--- src/hw/rtl/interval_list_subtractor_unit_assert.svh ---
// assertion macros, clocked on i_clk, off during reset
`ifndef INTERVAL_LIST_SUBTRACTOR_UNIT_ASSERT_SVH
`define INTERVAL_LIST_SUBTRACTOR_UNIT_ASSERT_SVH

`define ILS_ASSERT_NOW(label, ante, cons, msg) \
    label: assert property (@(posedge i_clk) disable iff (!i_rst_n) (ante) |-> (cons)) \
        else $error(msg);

`define ILS_ASSERT_NEXT(label, ante, cons, msg) \
    label: assert property (@(posedge i_clk) disable iff (!i_rst_n) (ante) |=> (cons)) \
        else $error(msg);

`endif

--- src/hw/rtl/ils_pkg.sv ---
package ils_pkg;

    localparam int MAX_ENTRIES = 32;
    localparam int VALUE_BITS  = 32;
    localparam int ADDR_W      = (MAX_ENTRIES > 1) ? $clog2(MAX_ENTRIES) : 1;
    localparam int CNT_W       = $clog2(MAX_ENTRIES + 1);
    localparam int CUR_W       = VALUE_BITS + 1;

    typedef enum logic [2:0] {
        ST_IDLE,
        ST_SKIP_RD,
        ST_SKIP_CHK,
        ST_WALK_RD,
        ST_WALK_CHK,
        ST_TAIL,
        ST_FIN
    } t_state;

    typedef struct packed {
        logic load;
        logic start_sub;
        logic skip_adv;
        logic skip_done;
        logic walk_step;
        logic tail;
        logic fin;
    } t_dp_cmd;

    typedef struct packed {
        logic k_lt_cnt;
        logic skip_cond;
        logic walk_cond;
    } t_dp_sts;

endpackage

--- src/hw/rtl/ils_ctrl.sv ---
module ils_ctrl (
    input  logic              i_clk,
    input  logic              i_rst_n,
    input  logic              i_start,
    input  logic              i_func,
    input  ils_pkg::t_dp_sts  i_sts,
    output ils_pkg::t_dp_cmd  o_cmd,
    output logic              o_busy
);

    ils_pkg::t_state r_state;
    ils_pkg::t_state n_state;

    always_ff @(posedge i_clk) begin
        if (!i_rst_n) begin
            r_state <= ils_pkg::ST_IDLE;
        end else begin
            r_state <= n_state;
        end
    end

    always_comb begin
        n_state = r_state;
        o_cmd   = '0;
        o_busy  = 1'b1;
        case (r_state)
            ils_pkg::ST_IDLE: begin
                o_busy = 1'b0;
                if (i_start) begin
                    if (i_func) begin
                        o_cmd.start_sub = 1'b1;
                        n_state         = ils_pkg::ST_SKIP_RD;
                    end else begin
                        o_cmd.load = 1'b1;
                    end
                end
            end
            ils_pkg::ST_SKIP_RD: begin
                if (i_sts.k_lt_cnt) begin
                    n_state = ils_pkg::ST_SKIP_CHK;
                end else begin
                    o_cmd.skip_done = 1'b1;
                    n_state         = ils_pkg::ST_TAIL;
                end
            end
            ils_pkg::ST_SKIP_CHK: begin
                if (i_sts.skip_cond) begin
                    o_cmd.skip_adv = 1'b1;
                    n_state        = ils_pkg::ST_SKIP_RD;
                end else begin
                    o_cmd.skip_done = 1'b1;
                    n_state         = ils_pkg::ST_WALK_CHK;
                end
            end
            ils_pkg::ST_WALK_RD: begin
                n_state = i_sts.k_lt_cnt ? ils_pkg::ST_WALK_CHK : ils_pkg::ST_TAIL;
            end
            ils_pkg::ST_WALK_CHK: begin
                if (i_sts.walk_cond) begin
                    o_cmd.walk_step = 1'b1;
                    n_state         = ils_pkg::ST_WALK_RD;
                end else begin
                    n_state = ils_pkg::ST_TAIL;
                end
            end
            ils_pkg::ST_TAIL: begin
                o_cmd.tail = 1'b1;
                n_state    = ils_pkg::ST_FIN;
            end
            ils_pkg::ST_FIN: begin
                o_cmd.fin = 1'b1;
                n_state   = ils_pkg::ST_IDLE;
            end
            default: begin
                n_state = ils_pkg::ST_IDLE;
            end
        endcase
    end

endmodule

--- src/hw/rtl/ils_dp.sv ---
`include "interval_list_subtractor_unit_assert.svh"

module ils_dp (
    input  logic                            i_clk,
    input  logic                            i_rst_n,
    input  ils_pkg::t_dp_cmd                i_cmd,
    input  logic [ils_pkg::VALUE_BITS-1:0]  i_lo,
    input  logic [ils_pkg::VALUE_BITS-1:0]  i_hi,
    input  logic                            i_last_of_list,
    output ils_pkg::t_dp_sts                o_sts,
    output logic                            o_strobe,
    output logic [ils_pkg::VALUE_BITS-1:0]  o_piece_lo,
    output logic [ils_pkg::VALUE_BITS-1:0]  o_piece_hi,
    output logic                            o_piece_valid,
    output logic                            o_last,
    output logic                            o_overflow
);

    localparam int VB = ils_pkg::VALUE_BITS;
    localparam int CW = ils_pkg::CNT_W;
    localparam int UW = ils_pkg::CUR_W;
    localparam int AW = ils_pkg::ADDR_W;

    logic [VB-1:0] mem_lo [ils_pkg::MAX_ENTRIES];
    logic [VB-1:0] mem_hi [ils_pkg::MAX_ENTRIES];

    logic [CW-1:0] r_count;
    logic [CW-1:0] r_wp;
    logic [CW-1:0] r_k;
    logic          r_ovf;
    logic          r_have;
    logic          r_strobe;

    logic [VB-1:0] r_rd_lo;
    logic [VB-1:0] r_rd_hi;
    logic [VB-1:0] r_hi;
    logic          r_end;
    logic [UW-1:0] r_cursor;
    logic [VB-1:0] r_pend_lo;
    logic [VB-1:0] r_pend_hi;
    logic [VB-1:0] r_out_lo;
    logic [VB-1:0] r_out_hi;
    logic          r_out_valid;
    logic          r_out_last;
    logic          r_out_ovf;

    logic in_ok;
    logic has_room;
    logic low_gt_cur;
    logic high_ge_cur;
    logic cur_le_hi;

    assign in_ok       = (i_lo <= i_hi);
    assign has_room    = (r_count < CW'(ils_pkg::MAX_ENTRIES));
    assign low_gt_cur  = ({1'b0, r_rd_lo} > r_cursor);
    assign high_ge_cur = ({1'b0, r_rd_hi} >= r_cursor);
    assign cur_le_hi   = (r_cursor <= {1'b0, r_hi});

    assign o_sts.k_lt_cnt  = (r_k < r_count);
    assign o_sts.skip_cond = !high_ge_cur;
    assign o_sts.walk_cond = (r_rd_lo <= r_hi) && cur_le_hi;

    always_ff @(posedge i_clk) begin
        if (i_cmd.load && in_ok && has_room) begin
            mem_lo[r_count[AW-1:0]] <= i_lo;
            mem_hi[r_count[AW-1:0]] <= i_hi;
        end
        r_rd_lo <= mem_lo[r_k[AW-1:0]];
        r_rd_hi <= mem_hi[r_k[AW-1:0]];
    end

    always_ff @(posedge i_clk) begin
        if (!i_rst_n) begin
            r_count  <= '0;
            r_wp     <= '0;
            r_k      <= '0;
            r_ovf    <= 1'b0;
            r_have   <= 1'b0;
            r_strobe <= 1'b0;
        end else begin
            r_strobe <= 1'b0;
            if (i_cmd.load && in_ok) begin
                if (has_room) begin
                    r_count <= r_count + CW'(1);
                end else begin
                    r_ovf <= 1'b1;
                end
            end
            if (i_cmd.start_sub) begin
                r_k    <= r_wp;
                r_have <= 1'b0;
            end
            if (i_cmd.skip_adv) begin
                r_k <= r_k + CW'(1);
            end
            if (i_cmd.skip_done) begin
                r_wp <= r_k;
            end
            if (i_cmd.walk_step) begin
                r_k <= r_k + CW'(1);
                if (low_gt_cur) begin
                    r_have   <= 1'b1;
                    r_strobe <= r_have;
                end
            end
            if (i_cmd.tail && cur_le_hi) begin
                r_have   <= 1'b1;
                r_strobe <= r_have;
            end
            if (i_cmd.fin) begin
                r_strobe <= 1'b1;
                if (r_end) begin
                    r_count <= '0;
                    r_wp    <= '0;
                    r_k     <= '0;
                    r_ovf   <= 1'b0;
                end
            end
        end
    end

    always_ff @(posedge i_clk) begin
        if (i_cmd.start_sub) begin
            r_hi     <= i_hi;
            r_end    <= i_last_of_list;
            r_cursor <= {1'b0, i_lo};
        end
        if (i_cmd.walk_step) begin
            if (low_gt_cur) begin
                if (r_have) begin
                    r_out_lo    <= r_pend_lo;
                    r_out_hi    <= r_pend_hi;
                    r_out_valid <= 1'b1;
                    r_out_last  <= 1'b0;
                    r_out_ovf   <= r_ovf;
                end
                r_pend_lo <= r_cursor[VB-1:0];
                r_pend_hi <= r_rd_lo - VB'(1);
            end
            if (high_ge_cur) begin
                r_cursor <= {1'b0, r_rd_hi} + UW'(1);
            end
        end
        if (i_cmd.tail && cur_le_hi) begin
            if (r_have) begin
                r_out_lo    <= r_pend_lo;
                r_out_hi    <= r_pend_hi;
                r_out_valid <= 1'b1;
                r_out_last  <= 1'b0;
                r_out_ovf   <= r_ovf;
            end
            r_pend_lo <= r_cursor[VB-1:0];
            r_pend_hi <= r_hi;
        end
        if (i_cmd.fin) begin
            r_out_lo    <= r_have ? r_pend_lo : '0;
            r_out_hi    <= r_have ? r_pend_hi : '0;
            r_out_valid <= r_have;
            r_out_last  <= 1'b1;
            r_out_ovf   <= r_ovf;
        end
    end

    assign o_strobe      = r_strobe;
    assign o_piece_lo    = r_out_lo;
    assign o_piece_hi    = r_out_hi;
    assign o_piece_valid = r_out_valid;
    assign o_last        = r_out_last;
    assign o_overflow    = r_out_ovf;

    `ILS_ASSERT_NOW(a_wp_le_count, 1'b1, r_wp <= r_count, "walk pointer beyond entry count")
    `ILS_ASSERT_NOW(a_k_le_count, 1'b1, r_k <= r_count, "walk index beyond entry count")
    `ILS_ASSERT_NEXT(a_fin_emits_last, i_cmd.fin, r_strobe && r_out_last, "final word missing")
    `ILS_ASSERT_NOW(a_empty_is_last, r_strobe && !r_out_valid, r_out_last,
                    "empty word not marked last")

endmodule

--- src/hw/rtl/interval_list_subtractor_unit.sv ---
// Load word (func 0): accepted in idle, no result; busy stays low.
// Subtract word (func 1): store entries are skipped or walked through read and check states (one
// registered store read port), then the tail and final states run before the next accept.
// Each result strobes the cycle after its decision; the final word in the first idle cycle.
// Results are single-cycle strobes; the receiver cannot stall, so none is held back.
// Synchronous reset clears entry count, walk pointer, overflow flag and state, not the store.
module interval_list_subtractor_unit (
    input  logic                            i_clk,
    input  logic                            i_rst_n,
    input  logic                            start,
    output logic                            busy,
    input  logic                            i_func,
    input  logic [ils_pkg::VALUE_BITS-1:0]  i_lo,
    input  logic [ils_pkg::VALUE_BITS-1:0]  i_hi,
    input  logic                            i_last_of_list,
    output logic                            o_strobe,
    output logic [ils_pkg::VALUE_BITS-1:0]  o_piece_lo,
    output logic [ils_pkg::VALUE_BITS-1:0]  o_piece_hi,
    output logic                            o_piece_valid,
    output logic                            o_last,
    output logic                            o_overflow
);

    ils_pkg::t_dp_cmd cmd;
    ils_pkg::t_dp_sts sts;

    ils_ctrl u_ctrl (
        .i_clk   (i_clk),
        .i_rst_n (i_rst_n),
        .i_start (start),
        .i_func  (i_func),
        .i_sts   (sts),
        .o_cmd   (cmd),
        .o_busy  (busy)
    );

    ils_dp u_dp (
        .i_clk          (i_clk),
        .i_rst_n        (i_rst_n),
        .i_cmd          (cmd),
        .i_lo           (i_lo),
        .i_hi           (i_hi),
        .i_last_of_list (i_last_of_list),
        .o_sts          (sts),
        .o_strobe       (o_strobe),
        .o_piece_lo     (o_piece_lo),
        .o_piece_hi     (o_piece_hi),
        .o_piece_valid  (o_piece_valid),
        .o_last         (o_last),
        .o_overflow     (o_overflow)
    );

endmodule

--- config.mk ---
export PLATFORM = sky130hd
export DESIGN_NAME = interval_list_subtractor_unit
export DESIGN_NICKNAME = d
export VERILOG_FILES = /design/src/hw/rtl/ils_pkg.sv /design/src/hw/rtl/ils_ctrl.sv /design/src/hw/rtl/ils_dp.sv /design/src/hw/rtl/interval_list_subtractor_unit.sv
export VERILOG_INCLUDE_DIRS = /design/src /design/src/hw/rtl
export SDC_FILE = /design/constraint.sdc
export NUM_CORES = 2
export LEC_CHECK = 0
export BUFFER_PORTS_ARGS = -buffer_cell sky130_fd_sc_hd__buf_2
export CAP_MARGIN = 25
export CORE_ASPECT_RATIO = 1.4
export CORE_MARGIN = 10
export CORE_UTILIZATION = 60
export CTS_BUF_LIST = sky130_fd_sc_hd__clkbuf_2
export DETAILED_ROUTE_END_ITERATION = 10
export PLACE_DENSITY = 0.75
export SLEW_MARGIN = 15
export SYNTH_ARGS = -nofsm -noshare
export SYNTH_HDL_FRONTEND = slang
export SYNTH_SLANG_ARGS = --single-unit
export TNS_END_PERCENT = 1
--- constraint.sdc ---
create_clock -name i_clk -period 10.25 [get_ports i_clk]
set_clock_uncertainty 0.2 [all_clocks]
set_input_delay 0.5125 -clock i_clk [delete_from_list [all_inputs] [get_ports i_clk]]
set_output_delay 0.5125 -clock i_clk [all_outputs]
set_load 0.03 [all_outputs]
* Word-level counts from Yosys, hierarchy flattened
Memory sizes are Yosys's and may differ from the RTL's. A register that Yosys moved wholly into a read port is not among the register bits.
Index checks and enable logic that the tools add are counted.
** Storage, ports and cells
- Register bits after elaboration :: 221
- RAM bits :: 2048
- Bits of input ports :: 69
- Output and inout bits :: 69
- Word-level logic and storage cells :: 134
- Memories :: 2
** Memories
- u_dp.mem_hi :: words 32, width 32, read ports 1, clocked after Yosys merged registers in 1, wr ports 1, RTL line ils_dp.sv:25 : logic [VB-1:0] mem_hi [ils_pkg::MAX_ENTRIES];
- u_dp.mem_lo :: words 32, width 32, read ports 1, clocked after Yosys merged registers in 1, wr ports 1, RTL line ils_dp.sv:24 : logic [VB-1:0] mem_lo [ils_pkg::MAX_ENTRIES];
** Cells by class
- $add $sub $neg :: 4
- Order comparisons :: 7
- Equality and inequality tests :: 8
- Multiplexer cells :: 87
- Reduce and logical (&&, ||, !) cells :: 9
** Operators with widths (count)
- 32-bit 2-to-1 mux :: 20
- 33-bit 2-to-1 mux :: 3
- 6-bit 2-to-1 mux :: 12
- 32-bit <= comparator :: 2
- 1-bit 2-to-1 mux :: 43
- 32-bit by 1-bit adder with 33-bit output, second input constant :: 1
- 32-bit by 33-bit greater-or-equal comparator with 1-bit output :: 1
- 32-bit by 33-bit greater-than comparator with 1-bit output :: 1
- 33-bit by 32-bit <= comparator with 1-bit output :: 1
- 32-bit by 1-bit subtractor with 32-bit output, second input constant :: 1
- 3-bit one-hot mux with 6 select lines :: 1
- 3-bit 2-to-1 mux :: 5
- 6-bit by 1-bit adder with 6-bit output, second input constant :: 2
- 3-bit == test, second input constant :: 3
- 3-bit by 2-bit == test with 1-bit output, second input constant :: 2
- 6-bit < comparator :: 1
- 6-bit < comparator, second input constant :: 1
- 1-bit logical AND :: 4
- 2-bit 2-to-1 mux :: 2
- 2-bit inequality test, second input constant :: 2
- 2-bit AND reduction :: 2
- 2-bit nonzero test :: 2
- 3-bit by 1-bit == test with 1-bit output, second input constant :: 1
- 3-bit logical NOT :: 1
- 1-bit one-hot mux with 2 select lines :: 1

* Longest topological paths before layout
- Depth in word-level cells :: 8
- Mapped depth :: 13
- Gate-level depth less buffers :: 11

* Hierarchy
From an unflattened synthesis, not the netlist that was laid out.
** Unflattened totals
- Cell total of the unflattened synthesis :: 5181
- Area total of the unflattened synthesis :: 92681.4 µm²
** By module, submodules not included
- ils_dp :: instances 1, cells each 5148, area an instance 92434.9 µm², seq. area each 68115.3 µm²
- ils_ctrl :: instances 1, cells each 33, area an instance 246.5 µm², seq. area each 60.1 µm²

* Worst setup path before layout
OpenSTA, ideal clock, no wires.
- Path type :: input-to-reg
- From :: input port i_hi[1] (netlist bit)
- To :: memory u_dp.mem_hi[10][0] (netlist bit) (enable)
- Library setup time :: 487 ps
- Arrival time :: 4918 ps
- Data required time :: 9563 ps
- Setup slack :: 4646 ps
- Stages :: 11
- Path buffers :: 0
- Path through :: inv_1 ha_1 nor2b_1 o21a_1 o21ai_1 a21oi_1 o31a_1 o211ai_1 and2_1 nand3_1 nor2_1
** Between the ends
- Word-level cells in the longest chain between the ends :: 5
** Ends and longest elaborated chain
- start: declaration :: RTL line interval_list_subtractor_unit.sv:14 : input logic [ils_pkg::VALUE_BITS-1:0] i_hi,
- 32-bit <= comparator :: RTL line ils_dp.sv:53 : assign in_ok = (i_lo <= i_hi);
- 1-bit logical AND (2 in a row) :: RTL line ils_dp.sv:64 : if (i_cmd.load && in_ok && has_room) begin
- 1-bit 2-to-1 mux :: RTL line ils_dp.sv:64
- 1-bit 2-to-1 mux (implied by the code) :: RTL line ils_dp.sv:66 : mem_hi[r_count[AW-1:0]] <= i_hi;
- end: declaration :: RTL line ils_dp.sv:25
No other way between the ends.

* Worst setup path in the final report
- From :: input port i_hi[30] (netlist bit)
- To :: memory u_dp.mem_lo[29][26] (netlist bit) (enable)
** Between the ends
- Word-level cells in the longest chain between the ends :: 5
** Ends and longest elaborated chain
- 32-bit <= comparator :: RTL line ils_dp.sv:53
- 1-bit logical AND (2 in a row) :: RTL line ils_dp.sv:64
- 1-bit 2-to-1 mux :: RTL line ils_dp.sv:64
- 1-bit 2-to-1 mux (implied by the code) :: RTL line ils_dp.sv:65 : mem_lo[r_count[AW-1:0]] <= i_lo;
- end: declaration :: RTL line ils_dp.sv:24
No other way between the ends.

==> results.toml <==
[floorplanning]
core_sq_um = 153000
start_util_pct = 60.3
die_h_microns = 484
num_io_pins = 138
std_cell_rows = 170
dieArea_sq_um = 170000
dieWidth_microns = 352

[clock_tree]
ctsHoldBuffers = 221
cts_sinks = 2333
worstSkewPairLatency_ps = 1790
clockBufferDepth = 4
cts_setup_buffers = 0
cts_buffers = 537
cts_tree = "done"
h-tree-depth = 6
cts_resized = 0
path_clk_slew_ps = 110
cts_root_buffer = "clkbuf_2"

[route]
totalWireLength_mm = 247
ant_nets = 0
wl_per_cell_microns = 32.0
vias = 49900
drt_pass1_iterations = 5
drt_iter0_drc = 5955
drc = 0
via_per_inst = 6.46

[global_route]
grt_pass1_wl_mm = 355
antenna_found_initial = 21
grt_util_all_layers_pct = 29.3
grt_max_degree = 135
grt_pass1_vias = 51300
grt-ovfl-total = 0

[logic_synthesis]
yosys_register_bits = 2333
yosysTopAreaCell = "edfxtp_1"
syn_area_per_cell_sq_um = 20.3
synth_cell_types = 61
synth.area.top_cells = "edfxtp_1 (72%), mux4_2 (16%), dfxtp_1 (2.6%)"
postSynthCellCount = 4554
synth_flop_cell = "edfxtp_1"
syn-num-nets = 4795
syn_area_sq_um = 92300
synth_top_area_share_pct = 71.9
synth_warnings = 0
synth-edff-count = 2211
seq_area_frac_synth_pct = 74.6
ys_async_sr_fraction_pct = 0

[power_and_ir_drop]
pwr-share-seq_pct = 59.9
peakVddDrop_mv = 0.108
internal_power_uw = 13300
powerDensity_nw_per_um2 = 173
clkPwrFrac_pct = 31.8
power_switching_uw = 4530
leakagePower_uw = 0.0344
power.share.switching_pct = 25.4
power_frac_comb_pct = 8.3

[timing]
fin_crit_sh_pct = 63.8
hold_viol = 0
worst_pin_slew_ps = 1290
fmax_mhz = 153
report.final.slew_viol_count = 0
min_period_ps = 6540
finalSetupViolCount = 0
fin_setup_tns_ps = 0
slew_headroom_pct = 13.8
grt_setup_unrepaired = "no"

[place]
placed_cells = 6582
dp_hpwl_mm = 144
gp_congestion = 0.922
port-buffer-count = 137

[setup_path]
cp_max_fo = 43
cp_data_arrival_time_ps = 7680
path_class = "primary input to register"
cp.required_ps = 11380
cp-end-kind = "register"
cp-start-kind = "primary input"

[final_layout]
fillerInstances = 9800
stdcell_count = 7731
area_growth_pct = 11.9
final_cell_mix = "edfxtp_1 (2211), clkbuf_2 (764), mux4_2 (640)"
drive_gt1_share_pct = 31.3
layout_commonest_cell = "edfxtp_1"
fin_nets = 5620

[status]
outcome = "completed"

[hold_path]
hp-class = "primary input to register"

[run]
drv_cap = 0
## cells by family (layout without fill, tap and decap cells)
kind of cell             count (synthesis)  count (layout)  synth area share, %
AO/OA/AOI/OAI                          321             321                 2.19
flip-flops                            2333            2333                 74.6
adder cells (fa/ha/maj)                172             172                 2.33
buffers and inverters                  327            1516                 1.34
multiplexers                           643             643                 15.6
other                                    0              10                    0
XOR/XNOR                                61              61                0.579
AND/OR/NAND/NOR                        697             697                 3.35
## state kept, by name, indices dropped and copies added, names as in the netlist, named ones only
signal	count
u_dp.mem_hi	1024
u_dp.mem_lo	1024
u_dp.r_cursor	33
u_dp.r_hi	32
u_dp.r_pend_hi	32
u_dp.r_pend_lo	32
u_dp.r_rd_hi	32
u_dp.r_rd_lo	32
u_dp.r_count	6
u_dp.r_k	6
u_dp.r_wp	6
u_ctrl.r_state	3
u_dp.o_strobe	1
u_dp.r_end	1
u_dp.r_have	1
u_dp.r_ovf	1
## per-layer routing
metal | vias up | wire [microns] | GRT usage, %
met1 | 25400 | 81300 | 35.6
li1 | 20600 | - | -
met5 | - | 80 | 0
met3 | 657 | 25800 | 7.17
met2 | 3209 | 124000 | 47.7
met4 | 12 | 15900 | 17.5
## synthesized netlist by cell type, types with 6 or more instances
master	count
a211oi_1	10
a21o_1	31
a21oi_1	86
a22oi_1	64
a31oi_1	27
buf_1	35
buf_2	8
clkbuf_1	165
dfxtp_1	122
edfxtp_1	2211
ha_1	172
inv_1	116
mux4_2	640
nand2_1	327
nand3_1	43
nand4_1	42
nor2_1	197
nor2b_1	8
nor3_1	16
nor4_1	14
o21a_1	6
o21ai_0	33
o21ai_1	32
or3_1	10
xnor2_1	30
xor2_1	31
## final timing paths
| kind | slack (ps) | startpoint | to | cells after the start |
|---|---|---|---|---|
| worst max-delay path | 3710 | i_hi[30] | u_dp.mem_lo[29][26] | 15 |
| worst min-delay path | 160 | i_hi[16] | u_dp.mem_hi[28][16] | 3 |
| worst max register to register | 5130 | u_dp.r_hi[25] | register | 13 |
| worst min register to register | 270 | u_dp.r_wp[5] | u_dp.r_wp[5] | 2 |
## metrics by stage
| step | instance area (sq um) | util, % | power, uW | hold WS [ps] | setup slack (ps) |
|---|---|---|---|---|---|
| after CTS | 103000 | 67.3 | 17900 | 0.343 | 3900 |
| after floorplan | 92300 | - | 11700 | 230 | 4650 |
| final | 103000 | 67.4 | 17900 | 164 | 3710 |
| after detailed placement | 96000 | 62.7 | 12300 | 256 | 3400 |
| after global routing | 103000 | 67.4 | 18600 | 107 | 3690 |
| after global placement | 96000 | 62.7 | 12200 | 245 | 3570 |
## critical path: stages
cell	delay, ps
dlygate4sd3_1	520
dlygate4sd3_1	540
buf_2	90
dlygate4sd3_1	530
buf_4	380
inv_1	100
ha_1	310
nand4_1	140
nor4_1	780
nand3_1	290
o21ai_0	390
and2_1	410
nand3_1	750
nor2_4	980
buf_4	820
## layout make-up
cell class              count  area, sq um  share of cell area, %
clock inverters           141          773                  0.749
well taps                1978         2470                   2.40
repair buffers            494         4350                   4.21
clock buffers             762         3810                   3.69
flip-flops and latches   2333        68900                   66.7
inverters                 119          458                  0.443
multi-input cells        1894        22500                   21.8
diodes                     10         25.0                 0.0242
## power groups by stage
stage	clock (uW)	combinational [uW]	sequential (uW)
after floorplan	0	835	10800
after global placement	0	1340	10900
after detailed placement	0	1370	10900
after CTS	5780	1470	10700
after global routing	6270	1600	10700
final	5680	1490	10700
No activity file was read; power rests on OpenSTA's default activity.
